<file path="src/design/bctc_pkg.sv">
// Shared types and constants of the block cache tag controller.
// No dependencies; every other file of the block uses this package.
package bctc_pkg;

  localparam int DEF_SLOTS          = 8;
  localparam int DEF_BLOCK_TAG_BITS = 32;

  localparam int OP_W       = 2;
  localparam int FILE_W     = 4;
  localparam int BLOCK_W    = 32;
  localparam int SLOT_OUT_W = 3;
  localparam int SEED_W     = 16;

  localparam logic [SEED_W-1:0] LFSR_TAPS  = 16'hB400;
  localparam logic [SEED_W-1:0] LFSR_RESET = 16'h0001;

  localparam int QUEUE_DEPTH = 2;

  typedef enum logic [OP_W-1:0] {
    OP_READ  = 2'd0,
    OP_WRITE = 2'd1,
    OP_FLUSH = 2'd2,
    OP_CLOSE = 2'd3
  } op_t;

  // One decoded word as it travels from the front end to the back end.
  typedef struct packed {
    logic                is_access;
    logic                is_write;
    logic                is_close;
    logic [FILE_W-1:0]   file;
    logic [BLOCK_W-1:0]  block;
  } cmd_t;

  typedef enum logic [2:0] {
    ST_IDLE,
    ST_ACCESS,
    ST_MUL,
    ST_VICTIM,
    ST_SCAN
  } state_t;

endpackage

</file>
<file path="src/design/bctc_cmd_if.sv">
// Command channel of the block cache tag controller: valid/ready plus one word.
// Depends on bctc_pkg for field widths.
interface bctc_cmd_if;
  logic                          valid;
  logic                          ready;
  logic [bctc_pkg::OP_W-1:0]     operation;
  logic [bctc_pkg::FILE_W-1:0]   file_number;
  logic [bctc_pkg::BLOCK_W-1:0]  block_number;

  modport source(output valid, output operation, output file_number, output block_number,
                 input ready);
  modport sink(input valid, input operation, input file_number, input block_number,
               output ready);
endinterface

</file>
<file path="src/design/bctc_res_if.sv">
// Result channel of the block cache tag controller: valid/ready plus one word.
// Depends on bctc_pkg for field widths.
interface bctc_res_if;
  logic                             valid;
  logic                             ready;
  logic                             hit;
  logic [bctc_pkg::SLOT_OUT_W-1:0]  slot;
  logic                             fill_needed;
  logic                             writeback_valid;
  logic [bctc_pkg::FILE_W-1:0]      writeback_file;
  logic [bctc_pkg::BLOCK_W-1:0]     writeback_block;
  logic                             last;

  modport source(output valid, output hit, output slot, output fill_needed,
                 output writeback_valid, output writeback_file, output writeback_block,
                 output last, input ready);
  modport sink(input valid, input hit, input slot, input fill_needed,
               input writeback_valid, input writeback_file, input writeback_block,
               input last, output ready);
endinterface

</file>
<file path="src/design/block_cache_tag_controller_core.sv">
// Block cache tag controller: fully associative write-back tag store with random
// replacement. A command word enters a decode register, waits in a two-word queue,
// and is carried out by the back end, which holds every tag and drives a result
// register, so commands are taken while a result waits. A read or write that hits,
// or misses into a free slot, gives its result from the access state; a miss that
// needs a victim steps the LFSR and forms the reciprocal product, then the remainder,
// then the result. Flush and close fetch the command, then give one result word per
// dirty block of the file (at least one word), the last one flagged.
// The user must write the victim seed register with cfg_write/cfg_data only while
// idle; the block itself does not enforce it. Zero loads one. Depends on bctc_pkg,
// bctc_cmd_if, bctc_res_if and the three units.
module block_cache_tag_controller_core #(
  parameter int SLOTS          = bctc_pkg::DEF_SLOTS,
  parameter int BLOCK_TAG_BITS = bctc_pkg::DEF_BLOCK_TAG_BITS
) (
  input  logic                          clk,
  input  logic                          rst,
  input  logic                          cfg_write,
  input  logic [bctc_pkg::SEED_W-1:0]   cfg_data,
  bctc_cmd_if.sink                      cmd,
  bctc_res_if.source                    res
);
  import bctc_pkg::*;

  logic  q_push;
  cmd_t  q_entry;
  logic  q_full;
  logic  q_pop;
  cmd_t  q_data;
  logic  q_empty;

  bctc_front #(
    .BLOCK_TAG_BITS(BLOCK_TAG_BITS)
  ) u_front (
    .clk     (clk),
    .rst     (rst),
    .cmd     (cmd),
    .q_push  (q_push),
    .q_entry (q_entry),
    .q_full  (q_full)
  );

  bctc_queue u_queue (
    .clk       (clk),
    .rst       (rst),
    .push      (q_push),
    .push_data (q_entry),
    .full      (q_full),
    .pop       (q_pop),
    .pop_data  (q_data),
    .empty     (q_empty)
  );

  bctc_back #(
    .SLOTS         (SLOTS),
    .BLOCK_TAG_BITS(BLOCK_TAG_BITS)
  ) u_back (
    .clk       (clk),
    .rst       (rst),
    .cfg_write (cfg_write),
    .cfg_data  (cfg_data),
    .q_empty   (q_empty),
    .q_data    (q_data),
    .q_pop     (q_pop),
    .res       (res)
  );

endmodule

</file>
<file path="src/design/bctc_front.sv">
// Front end: accepts command words, decodes the operation, masks the block number.
// Depends on bctc_pkg and bctc_cmd_if; feeds bctc_queue.
module bctc_front #(
  parameter int BLOCK_TAG_BITS = bctc_pkg::DEF_BLOCK_TAG_BITS
) (
  input  logic            clk,
  input  logic            rst,
  bctc_cmd_if.sink        cmd,
  output logic            q_push,
  output bctc_pkg::cmd_t  q_entry,
  input  logic            q_full
);
  import bctc_pkg::*;

  localparam logic [BLOCK_W-1:0] TAG_MASK = (BLOCK_TAG_BITS >= BLOCK_W) ? '1 :
    BLOCK_W'((64'd1 << BLOCK_TAG_BITS) - 64'd1);

  logic  held;
  cmd_t  entry;
  cmd_t  decoded;

  always_comb begin
    decoded           = '0;
    decoded.file      = cmd.file_number;
    decoded.block     = cmd.block_number & TAG_MASK;
    unique case (op_t'(cmd.operation))
      OP_READ:  decoded.is_access = 1'b1;
      OP_WRITE: begin
        decoded.is_access = 1'b1;
        decoded.is_write  = 1'b1;
      end
      OP_FLUSH: decoded.is_close = 1'b0;
      OP_CLOSE: decoded.is_close = 1'b1;
      default:  decoded.is_close = 1'b0;
    endcase
  end

  assign q_push    = held && !q_full;
  assign q_entry   = entry;
  assign cmd.ready = !held || !q_full;

  always_ff @(posedge clk) begin
    if (rst) begin
      held <= 1'b0;
    end else if (cmd.valid && cmd.ready) begin
      held <= 1'b1;
    end else if (q_push) begin
      held <= 1'b0;
    end
  end

  always_ff @(posedge clk) begin
    if (cmd.valid && cmd.ready) begin
      entry <= decoded;
    end
  end

endmodule

</file>
<file path="src/design/bctc_queue.sv">
// Short FIFO of decoded words between the front end and the back end.
// Depends on bctc_pkg for the word type and the depth.
module bctc_queue (
  input  logic            clk,
  input  logic            rst,
  input  logic            push,
  input  bctc_pkg::cmd_t  push_data,
  output logic            full,
  input  logic            pop,
  output bctc_pkg::cmd_t  pop_data,
  output logic            empty
);
  import bctc_pkg::*;

  localparam int PTR_W = (QUEUE_DEPTH > 1) ? $clog2(QUEUE_DEPTH) : 1;
  localparam int CNT_W = $clog2(QUEUE_DEPTH + 1);

  cmd_t              words [QUEUE_DEPTH];
  logic [PTR_W-1:0]  wr_ptr;
  logic [PTR_W-1:0]  rd_ptr;
  logic [CNT_W-1:0]  count;

  function automatic logic [PTR_W-1:0] bump(input logic [PTR_W-1:0] p);
    return (p == PTR_W'(QUEUE_DEPTH - 1)) ? '0 : p + PTR_W'(1);
  endfunction

  assign full     = (count == CNT_W'(QUEUE_DEPTH));
  assign empty    = (count == '0);
  assign pop_data = words[rd_ptr];

  always_ff @(posedge clk) begin
    if (rst) begin
      wr_ptr <= '0;
      rd_ptr <= '0;
      count  <= '0;
    end else begin
      if (push) begin
        wr_ptr <= bump(wr_ptr);
      end
      if (pop) begin
        rd_ptr <= bump(rd_ptr);
      end
      if (push && !pop) begin
        count <= count + CNT_W'(1);
      end else if (pop && !push) begin
        count <= count - CNT_W'(1);
      end
    end
  end

  always_ff @(posedge clk) begin
    if (push) begin
      words[wr_ptr] <= push_data;
    end
  end

endmodule

</file>
<file path="src/design/bctc_back.sv">
// Back end: tag store, victim LFSR with modulo unit, flush/close scan, result register.
// Depends on bctc_pkg and bctc_res_if; drains bctc_queue.
module bctc_back #(
  parameter int SLOTS          = bctc_pkg::DEF_SLOTS,
  parameter int BLOCK_TAG_BITS = bctc_pkg::DEF_BLOCK_TAG_BITS
) (
  input  logic                          clk,
  input  logic                          rst,
  input  logic                          cfg_write,
  input  logic [bctc_pkg::SEED_W-1:0]   cfg_data,
  input  logic                          q_empty,
  input  bctc_pkg::cmd_t                q_data,
  output logic                          q_pop,
  bctc_res_if.source                    res
);
  import bctc_pkg::*;

  localparam int SLOT_W = $clog2(SLOTS);
  localparam int PROD_W = SEED_W + 32;
  // floor(2^32 / SLOTS): quotient estimate is at most one short
  localparam logic [31:0] RECIP = 32'((64'd1 << 32) / SLOTS);

  state_t state;
  state_t state_next;

  cmd_t                       cur;
  logic [SLOTS-1:0]           slot_valid;
  logic [SLOTS-1:0]           slot_dirty;
  logic [FILE_W-1:0]          slot_file_tag  [SLOTS];
  logic [BLOCK_TAG_BITS-1:0]  slot_block_tag [SLOTS];

  logic [SEED_W-1:0]  lfsr;
  logic [SEED_W-1:0]  lfsr_adv;
  logic [PROD_W-1:0]  prod;
  logic [SLOT_W-1:0]  victim;
  logic [SEED_W-1:0]  quot;
  logic [SEED_W-1:0]  rem_raw;
  logic [SEED_W-1:0]  rem_fix;

  logic [BLOCK_TAG_BITS-1:0] cur_tag;
  logic [SLOTS-1:0] file_vec;
  logic [SLOTS-1:0] match_vec;
  logic [SLOTS-1:0] pend_vec;
  logic [SLOTS-1:0] pend_low;
  logic [SLOTS-1:0] pend_rest;
  logic [SLOT_W-1:0] hit_idx;
  logic [SLOT_W-1:0] free_idx;
  logic [SLOT_W-1:0] pend_idx;
  logic any_hit;
  logic any_free;
  logic any_pend;

  logic out_free;
  logic emit;
  logic emit_hit;
  logic [SLOT_W-1:0] emit_slot;
  logic emit_fill;
  logic emit_wbv;
  logic [FILE_W-1:0] emit_wbf;
  logic [BLOCK_TAG_BITS-1:0] emit_wbb;
  logic emit_last;

  function automatic logic [SLOTS-1:0] lowest(input logic [SLOTS-1:0] v);
    return v & (~v + SLOTS'(1));
  endfunction

  function automatic logic [SLOT_W-1:0] onehot_idx(input logic [SLOTS-1:0] v);
    logic [SLOT_W-1:0] r;
    r = '0;
    for (int i = 0; i < SLOTS; i++) begin
      if (v[i]) begin
        r = r | SLOT_W'(i);
      end
    end
    return r;
  endfunction

  assign cur_tag = BLOCK_TAG_BITS'(cur.block);

  always_comb begin
    for (int i = 0; i < SLOTS; i++) begin
      file_vec[i]  = slot_valid[i] && (slot_file_tag[i] == cur.file);
      match_vec[i] = file_vec[i] && (slot_block_tag[i] == cur_tag);
      pend_vec[i]  = file_vec[i] && slot_dirty[i];
    end
  end

  assign any_hit   = |match_vec;
  assign any_free  = ~&slot_valid;
  assign any_pend  = |pend_vec;
  assign hit_idx   = onehot_idx(lowest(match_vec));
  assign free_idx  = onehot_idx(lowest(~slot_valid));
  assign pend_low  = lowest(pend_vec);
  assign pend_rest = pend_vec & ~pend_low;
  assign pend_idx  = onehot_idx(pend_low);

  // Galois step: shift right, fold the taps in when a one drops out
  assign lfsr_adv = {1'b0, lfsr[SEED_W-1:1]} ^ (lfsr[0] ? LFSR_TAPS : '0);

  // remainder of lfsr by SLOTS from the registered reciprocal product
  assign quot    = prod[PROD_W-1:32];
  assign rem_raw = lfsr - SEED_W'(quot * SEED_W'(SLOTS));
  assign rem_fix = (rem_raw >= SEED_W'(SLOTS)) ? rem_raw - SEED_W'(SLOTS) : rem_raw;

  assign out_free = !res.valid || res.ready;

  always_ff @(posedge clk) begin
    if (rst) begin
      state <= ST_IDLE;
    end else begin
      state <= state_next;
    end
  end

  always_comb begin
    state_next = state;
    q_pop      = 1'b0;
    emit       = 1'b0;
    emit_hit   = 1'b0;
    emit_slot  = '0;
    emit_fill  = 1'b0;
    emit_wbv   = 1'b0;
    emit_wbf   = '0;
    emit_wbb   = '0;
    emit_last  = 1'b0;
    unique case (state)
      ST_IDLE: begin
        if (!q_empty) begin
          q_pop      = 1'b1;
          state_next = q_data.is_access ? ST_ACCESS : ST_SCAN;
        end
      end
      ST_ACCESS: begin
        if (any_hit) begin
          if (out_free) begin
            emit       = 1'b1;
            emit_hit   = 1'b1;
            emit_slot  = hit_idx;
            emit_last  = 1'b1;
            state_next = ST_IDLE;
          end
        end else if (any_free) begin
          if (out_free) begin
            emit       = 1'b1;
            emit_slot  = free_idx;
            emit_fill  = 1'b1;
            emit_last  = 1'b1;
            state_next = ST_IDLE;
          end
        end else begin
          state_next = ST_MUL;
        end
      end
      ST_MUL: begin
        state_next = ST_VICTIM;
      end
      ST_VICTIM: begin
        if (out_free) begin
          emit       = 1'b1;
          emit_slot  = victim;
          emit_fill  = 1'b1;
          emit_wbv   = slot_dirty[victim];
          emit_wbf   = slot_dirty[victim] ? slot_file_tag[victim] : '0;
          emit_wbb   = slot_dirty[victim] ? slot_block_tag[victim] : '0;
          emit_last  = 1'b1;
          state_next = ST_IDLE;
        end
      end
      ST_SCAN: begin
        if (out_free) begin
          emit = 1'b1;
          if (any_pend) begin
            emit_slot = pend_idx;
            emit_wbv  = 1'b1;
            emit_wbf  = slot_file_tag[pend_idx];
            emit_wbb  = slot_block_tag[pend_idx];
            emit_last = (pend_rest == '0);
          end else begin
            emit_last = 1'b1;
          end
          if (emit_last) begin
            state_next = ST_IDLE;
          end
        end
      end
      default: state_next = ST_IDLE;
    endcase
  end

  always_ff @(posedge clk) begin
    if (q_pop) begin
      cur <= q_data;
    end
  end

  always_ff @(posedge clk) begin
    if (rst) begin
      lfsr <= LFSR_RESET;
    end else if (cfg_write) begin
      lfsr <= (cfg_data == '0) ? LFSR_RESET : cfg_data;
    end else if (state == ST_ACCESS && !any_hit && !any_free) begin
      lfsr <= lfsr_adv;
    end
  end

  always_ff @(posedge clk) begin
    if (state == ST_ACCESS) begin
      prod <= PROD_W'(lfsr_adv) * PROD_W'(RECIP);
    end
    if (state == ST_MUL) begin
      victim <= SLOT_W'(rem_fix);
    end
  end

  always_ff @(posedge clk) begin
    if (rst) begin
      slot_valid <= '0;
      slot_dirty <= '0;
    end else if (emit) begin
      if (state == ST_ACCESS && any_hit) begin
        slot_dirty[hit_idx] <= slot_dirty[hit_idx] | cur.is_write;
      end
      if (emit_fill) begin
        slot_valid[emit_slot] <= 1'b1;
        slot_dirty[emit_slot] <= cur.is_write;
      end
      if (state == ST_SCAN) begin
        // clean the listed block; on the final word a close drops the whole file
        if (emit_last && cur.is_close) begin
          slot_valid <= slot_valid & ~file_vec;
        end
        slot_dirty <= slot_dirty & ~pend_low;
      end
    end
  end

  always_ff @(posedge clk) begin
    if (emit && emit_fill) begin
      slot_file_tag[emit_slot]  <= cur.file;
      slot_block_tag[emit_slot] <= cur_tag;
    end
  end

  always_ff @(posedge clk) begin
    if (rst) begin
      res.valid <= 1'b0;
    end else if (emit) begin
      res.valid <= 1'b1;
    end else if (res.ready) begin
      res.valid <= 1'b0;
    end
  end

  always_ff @(posedge clk) begin
    if (emit) begin
      res.hit             <= emit_hit;
      res.slot            <= SLOT_OUT_W'(emit_slot);
      res.fill_needed     <= emit_fill;
      res.writeback_valid <= emit_wbv;
      res.writeback_file  <= emit_wbf;
      res.writeback_block <= BLOCK_W'(emit_wbb);
      res.last            <= emit_last;
    end
  end

endmodule
</file>
<file path="src/flat_wrapper.sv">
// flat-port wrapper written by rule: the top's interface ports become plain ports
module block_cache_tag_controller_core_flat import bctc_pkg::*;
#(
  parameter int SLOTS          = bctc_pkg::DEF_SLOTS,
  parameter int BLOCK_TAG_BITS = bctc_pkg::DEF_BLOCK_TAG_BITS
)
  (clk, rst, cfg_write, cfg_data, cmd_valid, cmd_operation, cmd_file_number, cmd_block_number, cmd_ready, res_valid, res_hit, res_slot, res_fill_needed, res_writeback_valid, res_writeback_file, res_writeback_block, res_last, res_ready);
  bctc_cmd_if cmd_i ();
  bctc_res_if res_i ();
  input  logic clk;
  input  logic rst;
  input  logic cfg_write;
  input  logic [bctc_pkg::SEED_W-1:0] cfg_data;
  input wire logic [$bits(cmd_i.valid)-1:0] cmd_valid;
  input wire logic [$bits(cmd_i.operation)-1:0] cmd_operation;
  input wire logic [$bits(cmd_i.file_number)-1:0] cmd_file_number;
  input wire logic [$bits(cmd_i.block_number)-1:0] cmd_block_number;
  output wire logic [$bits(cmd_i.ready)-1:0] cmd_ready;
  output wire logic [$bits(res_i.valid)-1:0] res_valid;
  output wire logic [$bits(res_i.hit)-1:0] res_hit;
  output wire logic [$bits(res_i.slot)-1:0] res_slot;
  output wire logic [$bits(res_i.fill_needed)-1:0] res_fill_needed;
  output wire logic [$bits(res_i.writeback_valid)-1:0] res_writeback_valid;
  output wire logic [$bits(res_i.writeback_file)-1:0] res_writeback_file;
  output wire logic [$bits(res_i.writeback_block)-1:0] res_writeback_block;
  output wire logic [$bits(res_i.last)-1:0] res_last;
  input wire logic [$bits(res_i.ready)-1:0] res_ready;
  assign cmd_i.valid = cmd_valid;
  assign cmd_i.operation = cmd_operation;
  assign cmd_i.file_number = cmd_file_number;
  assign cmd_i.block_number = cmd_block_number;
  assign cmd_ready = cmd_i.ready;
  assign res_valid = res_i.valid;
  assign res_hit = res_i.hit;
  assign res_slot = res_i.slot;
  assign res_fill_needed = res_i.fill_needed;
  assign res_writeback_valid = res_i.writeback_valid;
  assign res_writeback_file = res_i.writeback_file;
  assign res_writeback_block = res_i.writeback_block;
  assign res_last = res_i.last;
  assign res_i.ready = res_ready;
  block_cache_tag_controller_core #(.SLOTS(SLOTS), .BLOCK_TAG_BITS(BLOCK_TAG_BITS)) u_core (.clk(clk), .rst(rst), .cfg_write(cfg_write), .cfg_data(cfg_data), .cmd(cmd_i), .res(res_i));
endmodule
</file>
<file path="config.mk">
export PLATFORM = sky130hd
export DESIGN_NAME = block_cache_tag_controller_core_flat
export DESIGN_NICKNAME = d
export VERILOG_FILES = /design/src/design/bctc_pkg.sv /design/src/design/bctc_cmd_if.sv /design/src/design/bctc_res_if.sv /design/src/design/block_cache_tag_controller_core.sv /design/src/design/bctc_front.sv /design/src/design/bctc_queue.sv /design/src/design/bctc_back.sv /design/src/flat_wrapper.sv
export SDC_FILE = /design/constraint.sdc
export NUM_CORES = 1
export LEC_CHECK = 0
export ABC_AREA = 1
export BUFFER_PORTS_ARGS = -buffer_cell sky130_fd_sc_hd__buf_2
export CAP_MARGIN = 0
export CORE_UTILIZATION = 45
export CTS_CLUSTER_DIAMETER = 50
export DETAILED_ROUTE_END_ITERATION = 6
export GPL_TIMING_DRIVEN = 0
export PLACE_DENSITY = 0.64
export SLEW_MARGIN = 20
export SYNTH_ARGS = -nofsm -noshare
export SYNTH_HDL_FRONTEND = slang
export SYNTH_SLANG_ARGS = --single-unit
</file>
<file path="constraint.sdc">
create_clock -name clk -period 4.5 [get_ports clk]
set_clock_uncertainty 0.1 [all_clocks]
set_input_delay 0.45 -clock clk [delete_from_list [all_inputs] [get_ports clk]]
set_output_delay 0.45 -clock clk [all_outputs]
set_load 0.02 [all_outputs]
</file>
==> impl_metrics.json <==
{
  "tightest_slew_ns": 1.26,
  "synth_async_sr_flop_share_pct": 0,
  "grt-ovfl-total": 0,
  "cts_root_buf": "clkbuf_16",
  "crit_path_cell_trace": "buf_6, xor2_1, nor2_1, nand2_1, nor2_2, inv_2, nor2_4, nand4_2, nand3_4, buf_4, clkbuf_1, nand2_1, nand3_1, nand3_1, nand3_1",
  "clk_latency_ns": 0.66,
  "core_sq_um": 64800,
  "busiest_layer": "met2",
  "areaGrowthSynthToFinish_pct": 17.9,
  "drc": 0,
  "layout_common_cells": "nand2_1, edfxtp_1, o21ai_0",
  "synth-warning-count": 0,
  "final_layout_size_suffix_gt1_share_pct": 14.1,
  "drt-pass1-iter-count": 6,
  "hold_ws_ns": 0.0138,
  "cp_num_buf_inv": 4,
  "hpwlAfterDp_microns": 107000,
  "path_depth": 15,
  "critPathKind": "register to register",
  "yosysTopAreaCell": "edfxtp_1",
  "grt_use_met2_pct": 59.5,
  "min_period_ns": 4.56,
  "htree_levels": 3,
  "cp_top_family": "simple AND/OR/NAND/NOR gates",
  "finalWorstSetupSlack_ns": -0.0578,
  "start_util_pct": 45.8,
  "min_period_over_period_pct": 101,
  "nNetsFinal": 3704,
  "drv_slew": 0,
  "syn-num-nets": 3440,
  "syn_inst": 3380,
  "cts_tree": "built",
  "drv_cap": 0,
  "synth_edf_count": 489,
  "drt_wl_total_microns": 141000,
  "grt_use_met3_pct": 11.6,
  "cp_slowest_cell": "clkbuf_1",
  "track_usage_pct": 41.7,
  "setup_viol": 3,
  "vias": 27500,
  "synth_top_area_share_pct": 49.5,
  "hold_depth": 3,
  "final_common_cell": "nand2_1",
  "grt_pass1_vias": 25200,
  "placementRows": 93,
  "startpoint_type": "register",
  "fill_cells": 5961,
  "ir_drop_mv": 0.438,
  "leakage_nw": 13.8,
  "syn_avg_cell_area_sq_um": 8.77,
  "cp_max_fo": 10,
  "max_freq_ghz": 0.219,
  "grt_max_degree": 39,
  "endpoint_kind": "register",
  "avgViaCountPerCell": 6.04,
  "clkSlewWorstSetupHoldPaths_ns": 0.06,
  "r2r_cells": 15,
  "synth_cell_type_count": 63,
  "hp-class": "input pin to register",
  "antenna_found_initial": 12,
  "p_per_area_nw_per_um2": 556,
  "io_buffers": 102,
  "die_y_microns": 259,
  "synth_area_sq_um": 29700,
  "grt_pass1_wl_microns": 191000,
  "violations": "setup timing",
  "clock_sinks": 534,
  "seq_area_sq_um": 15600,
  "gp_congestion": 1.14,
  "synth_ff_type": "edfxtp_1",
  "stdcell_count": 4560,
  "io_pins": 104,
  "cp_data_arrival_time_ns": 4.92,
  "multi_input_area_sq_um": 12200,
  "synth.area.top_cells": "edfxtp_1, nand2_1, o21ai_0, a21oi_1, xnor2_1",
  "detail_route.wl_per_cell_microns": 31.0,
  "first_iter_violations": 4751,
  "crit_top_cell": "nand3_1",
  "cts_made_buffers": 74,
  "status": "complete, but fails checks",
  "met1_usage_pct": 57.8,
  "cts_buffer_depth": 3,
  "die_area_sq_um": 66900,
  "ys_ff_latch": 534,
  "die_x_microns": 259,
  "yosysSeqAreaShare_pct": 52.6,
  "required_ns": 4.86,
  "hold_viol_final": 0,
  "critical-path-max-stage-delay_ns": 0.91,
  "slew_headroom_pct": 15.9,
  "ant_nets": 0,
  "dp.cells": 4356
}
[Yosys cell counts, types with 11 or more instances]
cell and n:
a21oi_1 272, a311oi_1 11, a31oi_1 11, buf_1 16, buf_2 30, buf_4 31, clkbuf_1 80, dfxtp_1 45
edfxtp_1 489, inv_1 279, inv_2 43, mux2_2 39, nand2_1 784, nand2_2 17, nand3_1 211, nand4_1 34
nor2_1 292, nor2_2 15, nor3_1 17, o211ai_1 11, o21ai_0 320, o21ai_1 23, or2_2 15, xnor2_1 131
xor2_1 58
[power breakdown]
group,switching [mW],leakage [nW],total (mW),internal [mW]
logic,4.59,7.75,6.40,1.81
clock network,2.44,1.18,5.80,3.35
registers,0.731,4.86,7.25,6.51
[through the flow]
| step | instance area (sq um) | worst slack (ns) | TNS (ns) | power, mW | util (%) |
|---|---|---|---|---|---|
| final | 35000 | -0.0578 | -0.102 | 19.4 | 53.9 |
| after global routing | 34900 | -0.0169 | -0.0439 | 19.9 | 53.9 |
| after CTS | 34800 | 0.0166 | 0 | 19.1 | 53.7 |
| after detailed placement | 31700 | -0.321 | -18.37 | 13.3 | 48.9 |
| after global placement | 31200 | -2.05 | -409.28 | 13.2 | 48.2 |
| after floorplan | 29700 | 0.993 | 0 | 10.5 | - |
[final timing paths]
check | startpoint | endpoint | slack (ns)
worst min-delay path | cfg_data[9] | u_core.u_back.lfsr[9]$_SDFFE_PP0P_ | 0.01
worst max-delay path | u_core.u_back.cur[34]$_DFFE_PP_ | u_core.u_back.res.writeback_block[5]$_DFFE_PP_ | -0.06
worst min register to register | u_core.u_front.q_entry[11]$_DFFE_PP_ | u_core.u_queue.words[1][11]$_DFFE_PP_ | 0.33
worst max register to register | u_core.u_back.cur[34]$_DFFE_PP_ | u_core.u_back.res.writeback_block[5]$_DFFE_PP_ | -0.06
[kinds of logic after synthesis]
| logic type | synth area share, % |
|---|---|
| compound gates | 11.9 |
| xor+xnor | 5.58 |
| fa+ha+maj | 0.0422 |
| buf+inv | 6.87 |
| flops | 52.6 |
| mux | 1.48 |
| simple gates | 21.6 |
[metal layers]
| metal | vias to the layer above | share of wire [%] |
|---|---|---|
| met5 | - | 0.044 |
| met4 | 10 | 5.5 |
| met3 | 453 | 13 |
| met2 | 2009 | 41 |
| met1 | 13100 | 41 |
| li1 | 12000 | - |
[tightest hold or removal path, stage by stage]
cell,delay [ns]
buf_2,0.10
nand2_1,0.06
a311oi_1,0.09
[what timing repair did]
action,4_1_cts,5_1_grt
endpoints found under the hold margin,54,0
pin swaps,4,0
resized for setup,12,32
setup endpoints to repair,228,161
setup buffers,13,1
hold buffers,53,0
[flip-flops by register name, summed over array words and instances (netlist names), 4 cells and up, named ones only]
signal                             flops
u_core.u_back.res.writeback_file       4
u_core.u_queue.words                  78
u_core.u_back.slot_file_tag           32
u_core.u_back.cur                      6
u_core.u_back.res.writeback_block     32
u_core.u_front.q_entry                39
u_core.u_back.slot_valid               8
u_core.u_back.cur_tag                 32
u_core.u_back.slot_dirty               8
u_core.u_back.slot_block_tag         256
u_core.u_back.lfsr                    16
[final cells by class]
| cell class | count | area share [%] |
|---|---|---|
| Buffer | 162 | 2.37 |
| Multi-Input combinational cell | 2355 | 34.8 |
| Tap cell | 855 | 3.06 |
| Sequential cell | 534 | 44.6 |
| Antenna cell | 5 | 0.0358 |
| Timing Repair Buffer | 188 | 4.56 |
| Clock buffer | 83 | 5.39 |
| Clock inverter | 49 | 1.59 |
| Inverter | 329 | 3.60 |
(Power assumes the default switching activity.)
